`src/lfrc_pkg.sv`:
```
// Shared types and constants for the link frame receive classifier.
package lfrc_pkg;

	localparam logic [7:0] SIGN_MARK   = 8'hFE;
	localparam logic [7:0] MAJ_PAIRING = 8'hAA;
	localparam logic [7:0] MAJ_CONTROL = 8'hCC;
	localparam logic [7:0] MAJ_DATA    = 8'hDD;

	localparam logic [7:0] MIN_HANDSHAKE = 8'hBA;
	localparam logic [7:0] MIN_PAIR      = 8'hBB;
	localparam logic [7:0] MIN_ID_CHANGE = 8'hBE;
	localparam logic [7:0] MIN_OWN_AA    = 8'hAA;
	localparam logic [7:0] MIN_OWN_AB    = 8'hAB;
	localparam logic [7:0] MIN_OWN_AE    = 8'hAE;
	localparam logic [7:0] MIN_OWN_AC    = 8'hAC;
	localparam logic [7:0] MIN_ACK       = 8'hBA;

	localparam logic [7:0] SUM_GOOD = 8'hFF;

	localparam int unsigned OUT_DATA_W = 80;

	typedef enum logic [1:0] {
		STATUS_OK      = 2'd0,
		STATUS_NO_SIGN = 2'd1,
		STATUS_BAD_MSG = 2'd2
	} frame_status_t;

	typedef enum logic [2:0] {
		KIND_NONE      = 3'd0,
		KIND_HANDSHAKE = 3'd1,
		KIND_PAIR      = 3'd2,
		KIND_ID_CHANGE = 3'd3,
		KIND_ACK       = 3'd4,
		KIND_OWN_CMD   = 3'd5,
		KIND_DATA      = 3'd6
	} frame_kind_t;

	// Frame summary including the byte being processed.
	typedef struct packed {
		logic [7:0]  sign_byte;
		logic [7:0]  major_code;
		logic [7:0]  minor_code;
		logic [31:0] word_at_four;
		logic [31:0] word_at_eight;
		logic [7:0]  running_sum;
		logic        under_four;
		logic        under_eight;
		logic [7:0]  frame_length;
	} frame_sum_t;

	typedef struct packed {
		frame_status_t status;
		frame_kind_t   kind;
	} frame_class_t;

endpackage

```
`src/lfrc_frame_acc.sv`:
```
// Per-frame accumulator: byte sum, saturating count and captured header fields.
module lfrc_frame_acc
	import lfrc_pkg::*;
#(
	parameter int unsigned COUNT_LIMIT = 255
) (
	input  logic       clk,
	input  logic       arst_n,
	input  logic       go,
	input  logic [7:0] rx_byte,
	input  logic       last_byte,
	output frame_sum_t summary
);

	localparam int unsigned CW = $clog2(COUNT_LIMIT + 1);

	logic [CW-1:0] count_q, count_d;
	logic [7:0]    sum_q, sign_q, major_q, minor_q;
	logic [31:0]   word4_q, word8_q;
	logic [7:0]    sign_d, major_d, minor_d;
	logic [31:0]   word4_d, word8_d;
	logic [4:0]    lane;

	assign lane = {count_q[1:0], 3'b000};

	always_comb begin
		sign_d  = sign_q;
		major_d = major_q;
		minor_d = minor_q;
		word4_d = word4_q;
		word8_d = word8_q;
		if (count_q == CW'(0)) begin
			sign_d = rx_byte;
		end else if (count_q == CW'(2)) begin
			major_d = rx_byte;
		end else if (count_q == CW'(3)) begin
			minor_d = rx_byte;
		end else if (count_q >= CW'(4) && count_q < CW'(8)) begin
			word4_d[lane +: 8] = rx_byte;
		end else if (count_q >= CW'(8) && count_q < CW'(12)) begin
			word8_d[lane +: 8] = rx_byte;
		end
		count_d = (count_q < CW'(COUNT_LIMIT)) ? count_q + CW'(1) : count_q;
	end

	always_comb begin
		summary.sign_byte     = sign_d;
		summary.major_code    = major_d;
		summary.minor_code    = minor_d;
		summary.word_at_four  = word4_d;
		summary.word_at_eight = word8_d;
		summary.running_sum   = sum_q + rx_byte;
		summary.under_four    = count_d < CW'(4);
		summary.under_eight   = count_d < CW'(8);
		summary.frame_length  = 8'(count_d);
	end

	// Clear everything after the final byte so the next byte opens a new frame.
	always_ff @(posedge clk or negedge arst_n) begin
		if (!arst_n) begin
			count_q <= '0;
			sum_q   <= '0;
			sign_q  <= '0;
			major_q <= '0;
			minor_q <= '0;
			word4_q <= '0;
			word8_q <= '0;
		end else if (go) begin
			if (last_byte) begin
				count_q <= '0;
				sum_q   <= '0;
				sign_q  <= '0;
				major_q <= '0;
				minor_q <= '0;
				word4_q <= '0;
				word8_q <= '0;
			end else begin
				count_q <= count_d;
				sum_q   <= summary.running_sum;
				sign_q  <= sign_d;
				major_q <= major_d;
				minor_q <= minor_d;
				word4_q <= word4_d;
				word8_q <= word8_d;
			end
		end
	end

endmodule

```
`src/lfrc_classify.sv`:
```
// Frame classification: status and kind from a completed frame summary.
module lfrc_classify
	import lfrc_pkg::*;
(
	input  frame_sum_t   summary,
	output frame_class_t verdict
);

	frame_kind_t kind;

	always_comb begin
		kind = KIND_NONE;
		case (summary.major_code)
			MAJ_PAIRING: begin
				case (summary.minor_code)
					MIN_HANDSHAKE: kind = KIND_HANDSHAKE;
					MIN_PAIR:      kind = KIND_PAIR;
					MIN_ID_CHANGE: kind = KIND_ID_CHANGE;
					MIN_OWN_AA, MIN_OWN_AB, MIN_OWN_AE: kind = KIND_OWN_CMD;
					default:       kind = KIND_NONE;
				endcase
			end
			MAJ_CONTROL: begin
				case (summary.minor_code)
					MIN_ACK:                kind = KIND_ACK;
					MIN_OWN_AC, MIN_OWN_AB: kind = KIND_OWN_CMD;
					default:                kind = KIND_NONE;
				endcase
			end
			MAJ_DATA: kind = KIND_DATA;
			default:  kind = KIND_NONE;
		endcase
	end

	always_comb begin
		verdict.status = STATUS_OK;
		verdict.kind   = KIND_NONE;
		if (summary.sign_byte != SIGN_MARK) begin
			verdict.status = STATUS_NO_SIGN;
		end else if (summary.under_four) begin
			verdict.status = STATUS_BAD_MSG;
		end else if (summary.minor_code != MIN_OWN_AA && summary.under_eight) begin
			verdict.status = STATUS_BAD_MSG;
		end else if (summary.running_sum != SUM_GOOD) begin
			verdict.status = STATUS_BAD_MSG;
		end else if (kind == KIND_NONE) begin
			verdict.status = STATUS_BAD_MSG;
		end else begin
			verdict.kind = kind;
		end
	end

endmodule

```
`src/link_frame_rx_classifier_unit.sv`:
```
// Top level of the link frame receive classifier.
//
// Usage
//   Slave stream (s_*): one frame byte per transaction in s_tdata[7:0], offset
//   zero first, with s_tlast high on the final byte of the frame.
//   Master stream (m_*): one status transaction per frame, issued for the
//   transaction that carried s_tlast; other bytes produce no output.
// Throughput
//   One byte per cycle while no final byte waits on a busy output register. A
//   byte is held in an input register, then folded into the frame state while
//   the classifier result for a final byte is written to the output register,
//   which drives m_tvalid.
// Stall behaviour
//   While m_tvalid is high and m_tready low, the output register holds its
//   transaction. Non-final bytes keep flowing; a final byte waits in the input
//   register, and s_tready drops until the output register frees up.
// Reset
//   arst_n clears the pipeline valids and all frame state; the first byte
//   after reset starts a new frame. The byte count saturates at COUNT_LIMIT;
//   frame_length reports its low eight bits.
module link_frame_rx_classifier_unit
	import lfrc_pkg::*;
#(
	parameter int unsigned COUNT_LIMIT = 255
) (
	input  logic                  clk,
	input  logic                  arst_n,
	input  logic                  s_tvalid,
	output logic                  s_tready,
	input  logic [7:0]            s_tdata,   // [7:0] rx_byte
	input  logic                  s_tlast,   // last_byte
	output logic                  m_tvalid,
	input  logic                  m_tready,
	// [1:0] frame_status, [4:2] frame_kind, [36:5] first_word,
	// [68:37] second_word, [76:69] frame_length, [79:77] zero
	output logic [OUT_DATA_W-1:0] m_tdata
);

	// Input register stage
	logic       valid_s1;
	logic [7:0] byte_s1;
	logic       last_s1;

	// Output register
	logic                  out_valid_q;
	logic [OUT_DATA_W-1:0] out_data_q;

	logic         out_free;
	logic         go;
	frame_sum_t   summary;
	frame_class_t verdict;

	// The output register can take a new result when empty or being drained.
	assign out_free = !out_valid_q || m_tready;
	// Advance the held byte: non-final bytes always, final bytes only with room.
	assign go       = valid_s1 && (!last_s1 || out_free);
	assign s_tready = !valid_s1 || go;

	always_ff @(posedge clk or negedge arst_n) begin
		if (!arst_n) begin
			valid_s1 <= 1'b0;
		end else if (s_tready) begin
			valid_s1 <= s_tvalid;
		end
	end

	always_ff @(posedge clk) begin
		if (s_tready && s_tvalid) begin
			byte_s1 <= s_tdata;
			last_s1 <= s_tlast;
		end
	end

	lfrc_frame_acc #(
		.COUNT_LIMIT(COUNT_LIMIT)
	) u_acc (
		.clk      (clk),
		.arst_n   (arst_n),
		.go       (go),
		.rx_byte  (byte_s1),
		.last_byte(last_s1),
		.summary  (summary)
	);

	lfrc_classify u_cls (
		.summary(summary),
		.verdict(verdict)
	);

	// Load a result on the final byte; drop the valid once the transaction is taken.
	always_ff @(posedge clk or negedge arst_n) begin
		if (!arst_n) begin
			out_valid_q <= 1'b0;
		end else if (go && last_s1) begin
			out_valid_q <= 1'b1;
		end else if (m_tready) begin
			out_valid_q <= 1'b0;
		end
	end

	always_ff @(posedge clk) begin
		if (go && last_s1) begin
			out_data_q <= {3'b000,
			               summary.frame_length,
			               summary.word_at_eight,
			               summary.word_at_four,
			               verdict.kind,
			               verdict.status};
		end
	end

	assign m_tvalid = out_valid_q;
	assign m_tdata  = out_data_q;

endmodule

```
`config.mk`:
```
export PLATFORM = sky130hd
export DESIGN_NAME = link_frame_rx_classifier_unit
export DESIGN_NICKNAME = d
export VERILOG_FILES = /design/src/lfrc_pkg.sv /design/src/lfrc_frame_acc.sv /design/src/lfrc_classify.sv /design/src/link_frame_rx_classifier_unit.sv
export SDC_FILE = /design/constraint.sdc
export NUM_CORES = 1
export LEC_CHECK = 0
export ABC_AREA = 1
export BUFFER_PORTS_ARGS = -buffer_cell sky130_fd_sc_hd__buf_2
export CAP_MARGIN = 20
export CORE_AREA = 2 2 143 145
export CTS_BUF_LIST = sky130_fd_sc_hd__clkbuf_8
export DETAILED_ROUTE_END_ITERATION = 12
export DIE_AREA = 0 0 145 147
export GPL_TIMING_DRIVEN = 1
export PLACE_DENSITY = 0.72
export REMOVE_ABC_BUFFERS = 1
export SLEW_MARGIN = 25
export SYNTH_ARGS = -nofsm -noshare
export SYNTH_HDL_FRONTEND = slang
export SYNTH_SLANG_ARGS = --single-unit
```
`constraint.sdc`:
```
create_clock -name clk -period 9.23 [get_ports clk]
set_input_delay 1.846 -clock clk [delete_from_list [all_inputs] [get_ports clk]]
set_output_delay 1.846 -clock clk [all_outputs]
set_load 0.02 [all_outputs]
```
==> run metrics <==
run status completed; pin count of the biggest net entering global routing 73; final HPWL from detailed placement roughly 13000 um; post-route fraction of the period consumed by the critical path 45.6%; effective utilization at floorplan 44.2%; DR iter-0 viols 533; R2R setup slack slightly below 6 ns; worst-case reg-to-reg path depth 7; hold_buf cts 0; required time worst endpoint 9.34 ns; core area 0.0198 mm^2; dpl cell area 0.00947 mm^2; min Tclk post-route 4.21 ns; Num Clock Sinks 192; Worst R2R End m_tdata[62]; NumNets Final a little under 1000; final-report max-slew violation count 0; largest area contributor in the netlist sky130_fd_sc_hd__dfrtp_1; Mapped Area 0.00877 mm^2; clock buffer depth 2; All-Layer GR Usage 18.2%; power consumption about 0.0018 W; final hold violation count 0; worst hold stages 2; per-cell routed wire length 15.0 um; Hold/Removal Path Class register to register; Peak VDD IR 0.0855 mV; CP Launch Point m_tready; Vias per Instance 5.07; CP Max Fanout 72; clock slew at the register clock pins of the worst setup and hold paths 0.09 ns; RSZ-0062 raised after global routing false; wire length of the first global-routing pass 30900 um; RD Place Congestion 0.828; synth warn 0; number of post-CTS setup repair buffers 0; row count 52; Root Buffer sky130_fd_sc_hd__clkbuf_8; width of the chip 145 um; total iterations of the first detailed-routing run 5; Synth Register Bits 192; number of levels in the clock H-tree 4; PD cells ~190 mW/mm^2; final wirelength 18800 um; LEAKAGE 4.33 nW; num ports 95; final core area utilization approximately half; fraction of layout instances using a drive strength above 1 17.6%; Worst Hold Endpoint u_acc.word4_q[15]; number of antenna violations at the first check in global routing 0; total setup violations reported at the end of the flow 0; number of enable-type register cells in the synthesized netlist 86; post_cts resized 0; clock tree from TritonCTS yes; # diodes 0; startpoint kind of the worst setup timing path primary input; Antenna Nets Post-Route 0; share of synthesized flip-flops with an asynchronous set or reset 55.2%; area share of the largest cell type after synthesis 30.2%; final instance area between 0.009 and 0.01 mm^2; insertion delay to the later sink of the worst-skew pair approximately 0.47 ns; most area-consuming cells after synthesis sky130_fd_sc_hd__dfrtp_1 (30%), sky130_fd_sc_hd__edfxtp_1 (29%), sky130_fd_sc_hd__nand2_1 (8.5%), sky130_fd_sc_hd__o21ai_0 (5.2%), sky130_fd_sc_hd__a22o_1 (5.0%); Crit. End Element register; area growth from synthesis to final layout 11.8%; post-route DRC violation count 0; reg-to-reg critical path startpoint last_s1; grt ovf 0; via count of the routed design 6343; hold_sp u_acc.word4_q[15]; highest achievable clock rate around 240 MHz; share of the yosys chip area belonging to registers 59.7%; tightest slew margin relative to the limit 36.4%; actual transition at the worst max-transition pin 0.948 ns; number of different library cells in the post-synthesis netlist 39; number of instances in the synthesized netlist 887; critical path arrival 4.32 ns; number of port buffers 91; die span in y roughly 150 um; setup skew after layout between 0.01 and 0.015 ns; CP Class primary input to register; reported max-cap violation count 0; Num CTS Buffers 17; mean instance size in the synthesized netlist roughly 9.9 um^2; final sum of negative setup slack 0 ns; Die Area approximately 0.021 mm^2; vias in the first global route 5951; leading register cell type out of synthesis sky130_fd_sc_hd__dfrtp_1
worst max path at each step:
stage                        to  slack (ns)  cells after the start
6_report            m_tdata[62]        5.02                      9
5_1_grt             m_tdata[64]        4.76                      9
4_1_cts             m_tdata[75]        4.58                      9
3_5_place_dp        m_tdata[75]        4.08                      9
3_3_place_gp        m_tdata[30]        4.09                      9
2_1_floorplan  u_acc.major_q[2]        2.23                      6
worst max-delay path, stage by stage:
cell and delay (ns):
sky130_fd_sc_hd__buf_2 0.08, sky130_fd_sc_hd__inv_1 0.05, sky130_fd_sc_hd__nand3_1 0.08, sky130_fd_sc_hd__nand2_2 0.05, sky130_fd_sc_hd__buf_4 0.33, sky130_fd_sc_hd__inv_2 0.57
sky130_fd_sc_hd__nand2_1 0.16, sky130_fd_sc_hd__inv_2 0.51, sky130_fd_sc_hd__buf_4 0.61
cell usage in the layout (no fill, tap or decap), types with 3 or more instances in the layout:
cell type,instances
sky130_fd_sc_hd__a21oi_1,9
sky130_fd_sc_hd__a22o_1,50
sky130_fd_sc_hd__buf_2,90
sky130_fd_sc_hd__buf_4,5
sky130_fd_sc_hd__clkbuf_8,17
sky130_fd_sc_hd__clkinv_1,4
sky130_fd_sc_hd__clkinv_2,4
sky130_fd_sc_hd__clkinvlp_4,3
sky130_fd_sc_hd__conb_1,3
sky130_fd_sc_hd__dfrtp_1,106
sky130_fd_sc_hd__edfxtp_1,86
sky130_fd_sc_hd__ha_1,12
sky130_fd_sc_hd__inv_1,102
sky130_fd_sc_hd__inv_2,10
sky130_fd_sc_hd__nand2_1,198
sky130_fd_sc_hd__nand2_2,13
sky130_fd_sc_hd__nand2_4,5
sky130_fd_sc_hd__nand3_1,32
sky130_fd_sc_hd__nand4_1,8
sky130_fd_sc_hd__nor2_1,56
sky130_fd_sc_hd__nor2_2,8
sky130_fd_sc_hd__nor3_1,7
sky130_fd_sc_hd__nor3_2,4
sky130_fd_sc_hd__o21a_1,4
sky130_fd_sc_hd__o21ai_0,92
sky130_fd_sc_hd__o21ai_1,3
sky130_fd_sc_hd__o22ai_1,15
sky130_fd_sc_hd__o31ai_1,8
sky130_fd_sc_hd__xnor2_1,3
sky130_fd_sc_hd__xor2_1,4
cell usage after synthesis, drive strengths merged (10+ instances only):
cell    number
a21oi       10
a22o        50
clkbuf      26
dfrtp      106
edfxtp      86
ha          12
inv        109
nand2      216
nand3       34
nor2        68
nor3        11
o21ai       97
o22ai       15
logic make-up after synthesis:
group / synth area share [%]
buffers and inverters: 6.45
AOI/OAI and AO/OA: 13.5
other: 0.0427
adders and majority gates: 1.94
and+or+nand+nor: 17.7
DFF: 59.7
xor gates and xnor gates: 0.699
stage by stage:
step,instances,setup WS (ns),hold WS [ns]
4_1_cts,1251,4.58,0.490
6_report,1251,5.02,0.487
2_1_floorplan,855,2.23,0.448
3_3_place_gp,1220,4.09,0.460
3_5_place_dp,1220,4.08,0.466
5_1_grt,1251,4.76,0.504
registers in the layout, summed over array words and instances, names as in the netlist, 8 cells and up:
| register | cells |
|---|---|
| u_acc.sign_q | 8 |
| u_acc.major_q | 8 |
| u_acc.sum_q | 8 |
| u_acc.word4_q | 32 |
| u_acc.count_q | 8 |
| u_acc.minor_q | 8 |
| u_acc.word8_q | 32 |
| byte_s1 | 8 |
| m_tdata | 77 |
per-layer routing:
layer / up-vias / track usage, % / wire length [um]
li1: 3144 / - / -
met1: 3004 / 25.7 / 8710
met2: 173 / 28.6 / 8800
met3: 22 / 3.85 / 975
met4: 0 / 5.50 / 312
met5: - / 0 / 0
where the power goes:
part / total [W] / switching (W) / leakage, nW / internal, W
Clock: 0.000497 / 0.000290 / 0.182 / 0.000207
Sequential: 0.000983 / 0.0000349 / 2.29 / 0.000948
Combinational: 0.000346 / 0.000246 / 1.86 / 0.000101
area by class of cell:
| type | count | area, um^2 |
|---|---|---|
| fillers | 1788 | 10000 |
| flip-flops and latches | 192 | 5240 |
| multi-input cells | 551 | 2990 |
| repair buffers | 95 | 488 |
| inverters | 112 | 420 |
| well taps | 270 | 338 |
| clock buffers | 17 | 234 |
| clock inverters | 14 | 105 |
(Power assumes the default switching activity.)
